File: src/sv/bmds_pkg.sv
// Package for the box-mean image downscaler.
// Shared widths, constants and the controller/datapath command and status types.
// No dependencies.
package bmds_pkg;

    localparam int MaxWidth   = 2048;
    localparam int MaxScale   = 8;
    localparam int MaxHeight  = 4096;
    localparam int ColDepth   = (MaxWidth + 1) / 2;
    localparam int ColAw      = $clog2(ColDepth);
    localparam int PixW       = 32;
    localparam int ChanW      = 8;
    localparam int NumChan    = 4;
    localparam int RowSumW    = 11;  // up to MaxScale * 255
    localparam int AccW       = 14;  // up to MaxScale^2 * 255
    localparam int RemW       = AccW + 1;
    localparam int RamW       = AccW * NumChan;
    localparam int CfgIdxW    = 2;
    localparam int CfgDataW   = 13;

    localparam logic [CfgIdxW-1:0] RegWidth  = 2'd0;
    localparam logic [CfgIdxW-1:0] RegHeight = 2'd1;
    localparam logic [CfgIdxW-1:0] RegScale  = 2'd2;

    typedef struct packed {
        logic       load;      // capture pixel, step position counters
        logic       add;       // add pixel into row block sum, read column sum
        logic       acc;       // combine row block sum with column sum
        logic       fin;       // bottom-edge replication, clear row sum
        logic       wr;        // write column sum back
        logic       div_init;  // set up rounding divide
        logic       div_step;  // one quotient bit per lane
        logic [2:0] div_bit;
        logic       emit;      // load output register
        logic       cfg_wr;    // config write, restarts frame for indices 0-2
    } bmds_cmd_t;

    typedef struct packed {
        logic s_one;
        logic block_end;
        logic band_end;
        logic out_free;
    } bmds_stat_t;

endpackage

File: src/sv/bmds_ctrl.sv
// Controller state machine for the box-mean downscaler.
// Depends on bmds_pkg.
module bmds_ctrl
    import bmds_pkg::*;
(
    input  logic       clk,
    input  logic       rst_n,
    input  logic       s_axis_tvalid,
    output logic       s_axis_tready,
    input  logic       cfg_valid,
    output logic       cfg_ready,
    input  bmds_stat_t stat,
    output bmds_cmd_t  cmd
);

    localparam logic [2:0] StIdle = 3'd0;
    localparam logic [2:0] StAdd  = 3'd1;
    localparam logic [2:0] StAcc  = 3'd2;
    localparam logic [2:0] StFin  = 3'd3;
    localparam logic [2:0] StWr   = 3'd4;
    localparam logic [2:0] StDivI = 3'd5;
    localparam logic [2:0] StDiv  = 3'd6;
    localparam logic [2:0] StEmit = 3'd7;

    logic [2:0] state_reg, state_next;
    logic [2:0] bit_reg, bit_next;

    always_ff @(posedge clk or negedge rst_n)
    begin
        if (!rst_n)
        begin
            state_reg <= StIdle;
            bit_reg   <= '0;
        end
        else
        begin
            state_reg <= state_next;
            bit_reg   <= bit_next;
        end
    end

    always_comb
    begin
        state_next    = state_reg;
        bit_next      = bit_reg;
        cmd           = '0;
        cmd.div_bit   = bit_reg;
        s_axis_tready = 1'b0;
        cfg_ready     = 1'b0;
        case (state_reg)
            StIdle:
            begin
                if (cfg_valid)
                begin
                    cfg_ready  = 1'b1;
                    cmd.cfg_wr = 1'b1;
                end
                else
                begin
                    s_axis_tready = 1'b1;
                    if (s_axis_tvalid)
                    begin
                        cmd.load   = 1'b1;
                        state_next = stat.s_one ? StEmit : StAdd;
                    end
                end
            end
            StAdd:
            begin
                cmd.add    = 1'b1;
                state_next = stat.block_end ? StAcc : StIdle;
            end
            StAcc:
            begin
                cmd.acc    = 1'b1;
                state_next = StFin;
            end
            StFin:
            begin
                cmd.fin    = 1'b1;
                state_next = stat.band_end ? StDivI : StWr;
            end
            StWr:
            begin
                cmd.wr     = 1'b1;
                state_next = StIdle;
            end
            StDivI:
            begin
                cmd.div_init = 1'b1;
                bit_next     = 3'd7;
                state_next   = StDiv;
            end
            StDiv:
            begin
                cmd.div_step = 1'b1;
                bit_next     = bit_reg - 3'd1;
                if (bit_reg == 3'd0)
                begin
                    state_next = StEmit;
                end
            end
            StEmit:
            begin
                if (stat.out_free)
                begin
                    cmd.emit   = 1'b1;
                    state_next = StIdle;
                end
            end
            default:
            begin
                state_next = StIdle;
            end
        endcase
    end

endmodule

File: config.mk
export PLATFORM = sky130hd
export DESIGN_NAME = bmds_ctrl
export DESIGN_NICKNAME = d
export VERILOG_FILES = /design/src/sv/bmds_pkg.sv /design/src/sv/bmds_ctrl.sv
export SDC_FILE = /design/constraint.sdc
export NUM_CORES = 1
export LEC_CHECK = 0
export BUFFER_PORTS_ARGS = -buffer_cell sky130_fd_sc_hd__buf_2
export CAP_MARGIN = 10
export CELL_PAD_IN_SITES_DETAIL_PLACEMENT = 2
export CELL_PAD_IN_SITES_GLOBAL_PLACEMENT = 2
export CORE_UTILIZATION = 24
export DETAILED_ROUTE_END_ITERATION = 7
export GPL_TIMING_DRIVEN = 0
export PLACE_DENSITY = 0.88
export SLEW_MARGIN = 0
export SYNTH_ARGS = -nofsm -noshare
export SYNTH_HDL_FRONTEND = slang
export SYNTH_SLANG_ARGS = --single-unit
File: constraint.sdc
create_clock -name clk -period 3.9 [get_ports clk]
set_input_delay 0.78 -clock clk [delete_from_list [all_inputs] [get_ports clk]]
set_output_delay 0.78 -clock clk [all_outputs]
set_load 0.02 [all_outputs]
Yosys cells after proc, flatten, opt, wreduce, memory -nomap -nowiden
Cells that the tools add are included.
{"block": "word_totals", "register_bits": 6, "in_bits": 8, "word_cells": 42}
{"block": "op_classes", "add_sub_neg": 1, "n_eq_ne": 11, "mux": 24, "reduce_logical": 4}
{"op": "3-bit case mux with 8 select lines", "count": 1}
{"op": "1-bit 2-to-1 mux", "count": 16}
{"op": "3-bit 2-to-1 mux", "count": 5}
{"op": "3-bit equality test, second input constant", "count": 4}
{"op": "2-bit != test, second input constant", "count": 4}
{"op": "3-bit by 2-bit equality test with 1-bit output, second input constant", "count": 2}
{"op": "3-bit logical NOT", "count": 2}
{"op": "3-bit case mux with 2 select lines", "count": 1}
{"op": "4-bit AND reduction", "count": 1}
{"op": "3-bit by 1-bit equality test with 1-bit output, second input constant", "count": 1}
{"op": "3-bit by 1-bit subtractor with 3-bit output, second input constant", "count": 1}
{"op": "2-bit 2-to-1 mux", "count": 1}
{"op": "2-bit nonzero test", "count": 1}

Logic depth before layout (Yosys ltp)
{"block": "logic_depth", "depth_word": 4, "mapped_depth": 6, "mapped_depth_nobuf": 6}

Worst setup path before layout
No wires, ideal clock.
{"block": "synth_timing", "path_type": "input -> output", "startpoint": "in cfg_valid", "endpoint": "out cmd[0] (netlist bit)", "arrival_ns": 1.850, "required_time_ns": 3.120, "setup_slack_ns": 1.270, "stages": 2, "n_path_buf": 1, "path_cell_list": "nor4b_1 > buf_4"}
{"item": "start, declared", "line": "bmds_ctrl.sv:10", "source": "input logic cfg_valid,"}
{"item": "end, declared", "line": "bmds_ctrl.sv:13", "source": "output bmds_cmd_t cmd"}

==> impl_metrics.ini <==
[run_status]
status = completed

[routing]
ant_nets = 0
drc_errors = 0
avgViaCountPerCell = 5.02
routed_wl_microns = 1100
dr.pass1.iters = 6
drt_iter0_markers = 5
vias = 432
wl_per_cell_microns = 12.8

[worst_setup_path]
r2r_slack_ns = 2.53
max_stage_delay_ns = 0.29
cp-start-kind = primary input
crit_chain = buf_2 > nor3b_1 > nor3b_1 > buf_2
cp_slowest_cell = nor3b_1
reg2reg_from = bit_reg[0]
r2r_cells = 6
cp_num_buf_inv = 2
critPathTopFamily = simple AND/OR/NAND/NOR gates
end_kind = primary output
crit_required_ns = 3.12
worstSetupPathType = primary input to primary output
r2r-end = state_reg[0]
path_max_fanout = 3
critPathArrivalTime_ns = 1.60

[floorplan]
die-area_sq_um = 1930
design.core.area_sq_um = 1580
die_h_microns = 43.9
initial_core_util_pct = 26.7
top_level_ports = 22
rows = 14
die_w_microns = 43.9

[clock_network]
cts_tree = yes
cts-resized-gates = 0
cts_root_buf = clkbuf_4
htree_levels = 1
postCtsSetupBuffers = 0
cts_hold_buf = 0
cts_made_buffers = 3
clockBufferDepth = 2
cts_num_sinks = 6
clk_pin_slew_ns = 0.05
clock_latency_ns = 0.25

[sta]
fin_setup_tns_ns = 0
skew_ns = 0.00234
rsz0062_at_grt = false
hold_viol = 0
worst_pin_slew_ns = 0.389
slew_headroom_pct = 74.1
final-setup-viol-count = 0
fin_crit_ns = 2.38
min_period_over_period_pct = 60.9
finalMaxSlewViolations = 0
max_freq_mhz = 421

[global_route]
grt_util_met2_pct = 20.6
grt_pass1_vias = 427
grt.total_usage_pct = 13.4
antenna_found_initial = 0
globalRouteMet3Util_pct = 6.25
use_met1_pct = 17.8
grt_max_degree = 11
busiest_layer = met2
grt_overflow = 0
grt_pass1_wl_microns = 1900

[synth]
synth_common_cells = dfrtp_1, nor3b_1, a21oi_1, inv_1
ys_warn_count = 0
synth_largest_area_cell = dfrtp_1
synth_cells = 46
yosysMostFrequentCell = dfrtp_1
yosys.area.top_type_share_pct = 35.6
yosysSeqAreaShare_pct = 35.6
ys_async_sr_fraction_pct = 100
synthFlopType = dfrtp_1
yosys-top-cells-area = dfrtp_1, nor3b_1, ha_1, a2bb2oi_1, and3b_1
syn_area_per_cell_sq_um = 9.17
synth_seq_cells = 6
synth.distinct_cells = 26
synth_nets = 56
synth_edf_count = 0
netlist_area_sq_um = 422

[cells_and_area]
nFillCells = 190
multiInputGateArea_sq_um = 228
drive_above_1_share_pct = 40.0
diodes = 0
area_growth_pct = 35.0
post-route-util_pct = 36.1
register_area_sq_um = 150
num-nets-final = 82

[job]
maxCapViolations = 0

[power]
leakage_uw = 0.000309
powerDensity_nw_per_um2 = 846
max-vdd-ir-drop_v = 0.000211

[hold_path]
min_path_type = primary input to async pin

[placed_design]
dp_hpwl_microns = 912
place_congestion = 0.688
io_buffers = 21
-- placed cells by master, fill, tap and decap left out, drive strengths merged --
cell / Yosys / final
buf: 4 / 25
dfrtp: 6 / 6
nor3b: 4 / 4
clkbuf: 1 / 4
inv: 3 / 3
a21oi: 3 / 3
and3b: 2 / 2
nor2b: 2 / 2
nand2: 2 / 2
a2bb2oi: 2 / 2
nand2b: 2 / 2
o211ai: 2 / 2
ha: 2 / 2
and2: 1 / 1
nor4b: 1 / 1
nor2: 1 / 1
nor4: 1 / 1
or2: 1 / 1
o2bb2ai: 1 / 1
mux2i: 1 / 1
a211oi: 1 / 1
nor3: 1 / 1
nand3: 1 / 1
o31ai: 1 / 1
-- cell type report --
class                           count  share of cell area [%]
Multi-Input combinational cell     32                    40.0
Sequential cell                     6                    26.4
Timing Repair Buffer               21                    18.5
Buffer                              5                    5.71
Clock buffer                        3                    3.96
Tap cell                           16                    3.52
Inverter                            3                    1.98
-- power by group --
| group | internal, uW | total (uW) | switching [uW] |
|---|---|---|---|
| clock network | 34.9 | 58.2 | 23.3 |
| registers | 91.3 | 124 | 33.1 |
| logic | 123 | 299 | 176 |
-- metrics by stage --
stage	hold slack (ns)	setup slack (ns)	cell area, sq um	cells	power (uW)
final	0.349	1.52	569	86	481
after floorplan	0.484	1.27	422	46	339
after global placement	0.487	1.51	547	83	421
after global routing	0.355	1.40	569	86	527
after detailed placement	0.501	1.50	547	83	429
after CTS	0.351	1.50	569	86	492
-- cells by family after synthesis --
kind of cell               Yosys count  synth area share [%]
AOI/OAI and AO/OA                   10                  16.9
adders and majority gates            2                  5.93
buffers and inverters                8                  10.4
DFF                                  6                  35.6
muxes                                1                  2.37
and+or+nand+nor                     19                  28.8
-- worst max path at each step --
| stage | depth (start not counted) | startpoint | endpoint |
|---|---|---|---|
| floorplan | 2 | cfg_valid | cmd[0] |
| global route | 4 | cfg_valid | cmd[11] |
| finish | 4 | cfg_valid | cmd[11] |
| global placement | 4 | cfg_valid | cmd[11] |
| CTS | 4 | cfg_valid | cmd[11] |
| detailed placement | 4 | cfg_valid | cmd[11] |
-- worst reg2reg max path, delay by kind of cell (launching register included) --
kind,cells,cell delay [ns]
flip-flops,1,0.38
adder cells (fa/ha/maj),2,0.36
AO/OA/AOI/OAI,2,0.30
AND/OR/NAND/NOR,1,0.14
buffers and inverters,1,0.06
-- per-layer routing --
metal / vias to the layer above / wire (microns)
met3: 0 / 37
li1: 212 / -
met2: 9 / 563
met1: 211 / 496
met5: - / 0
met4: 0 / 0
(Power assumes the default switching activity.)
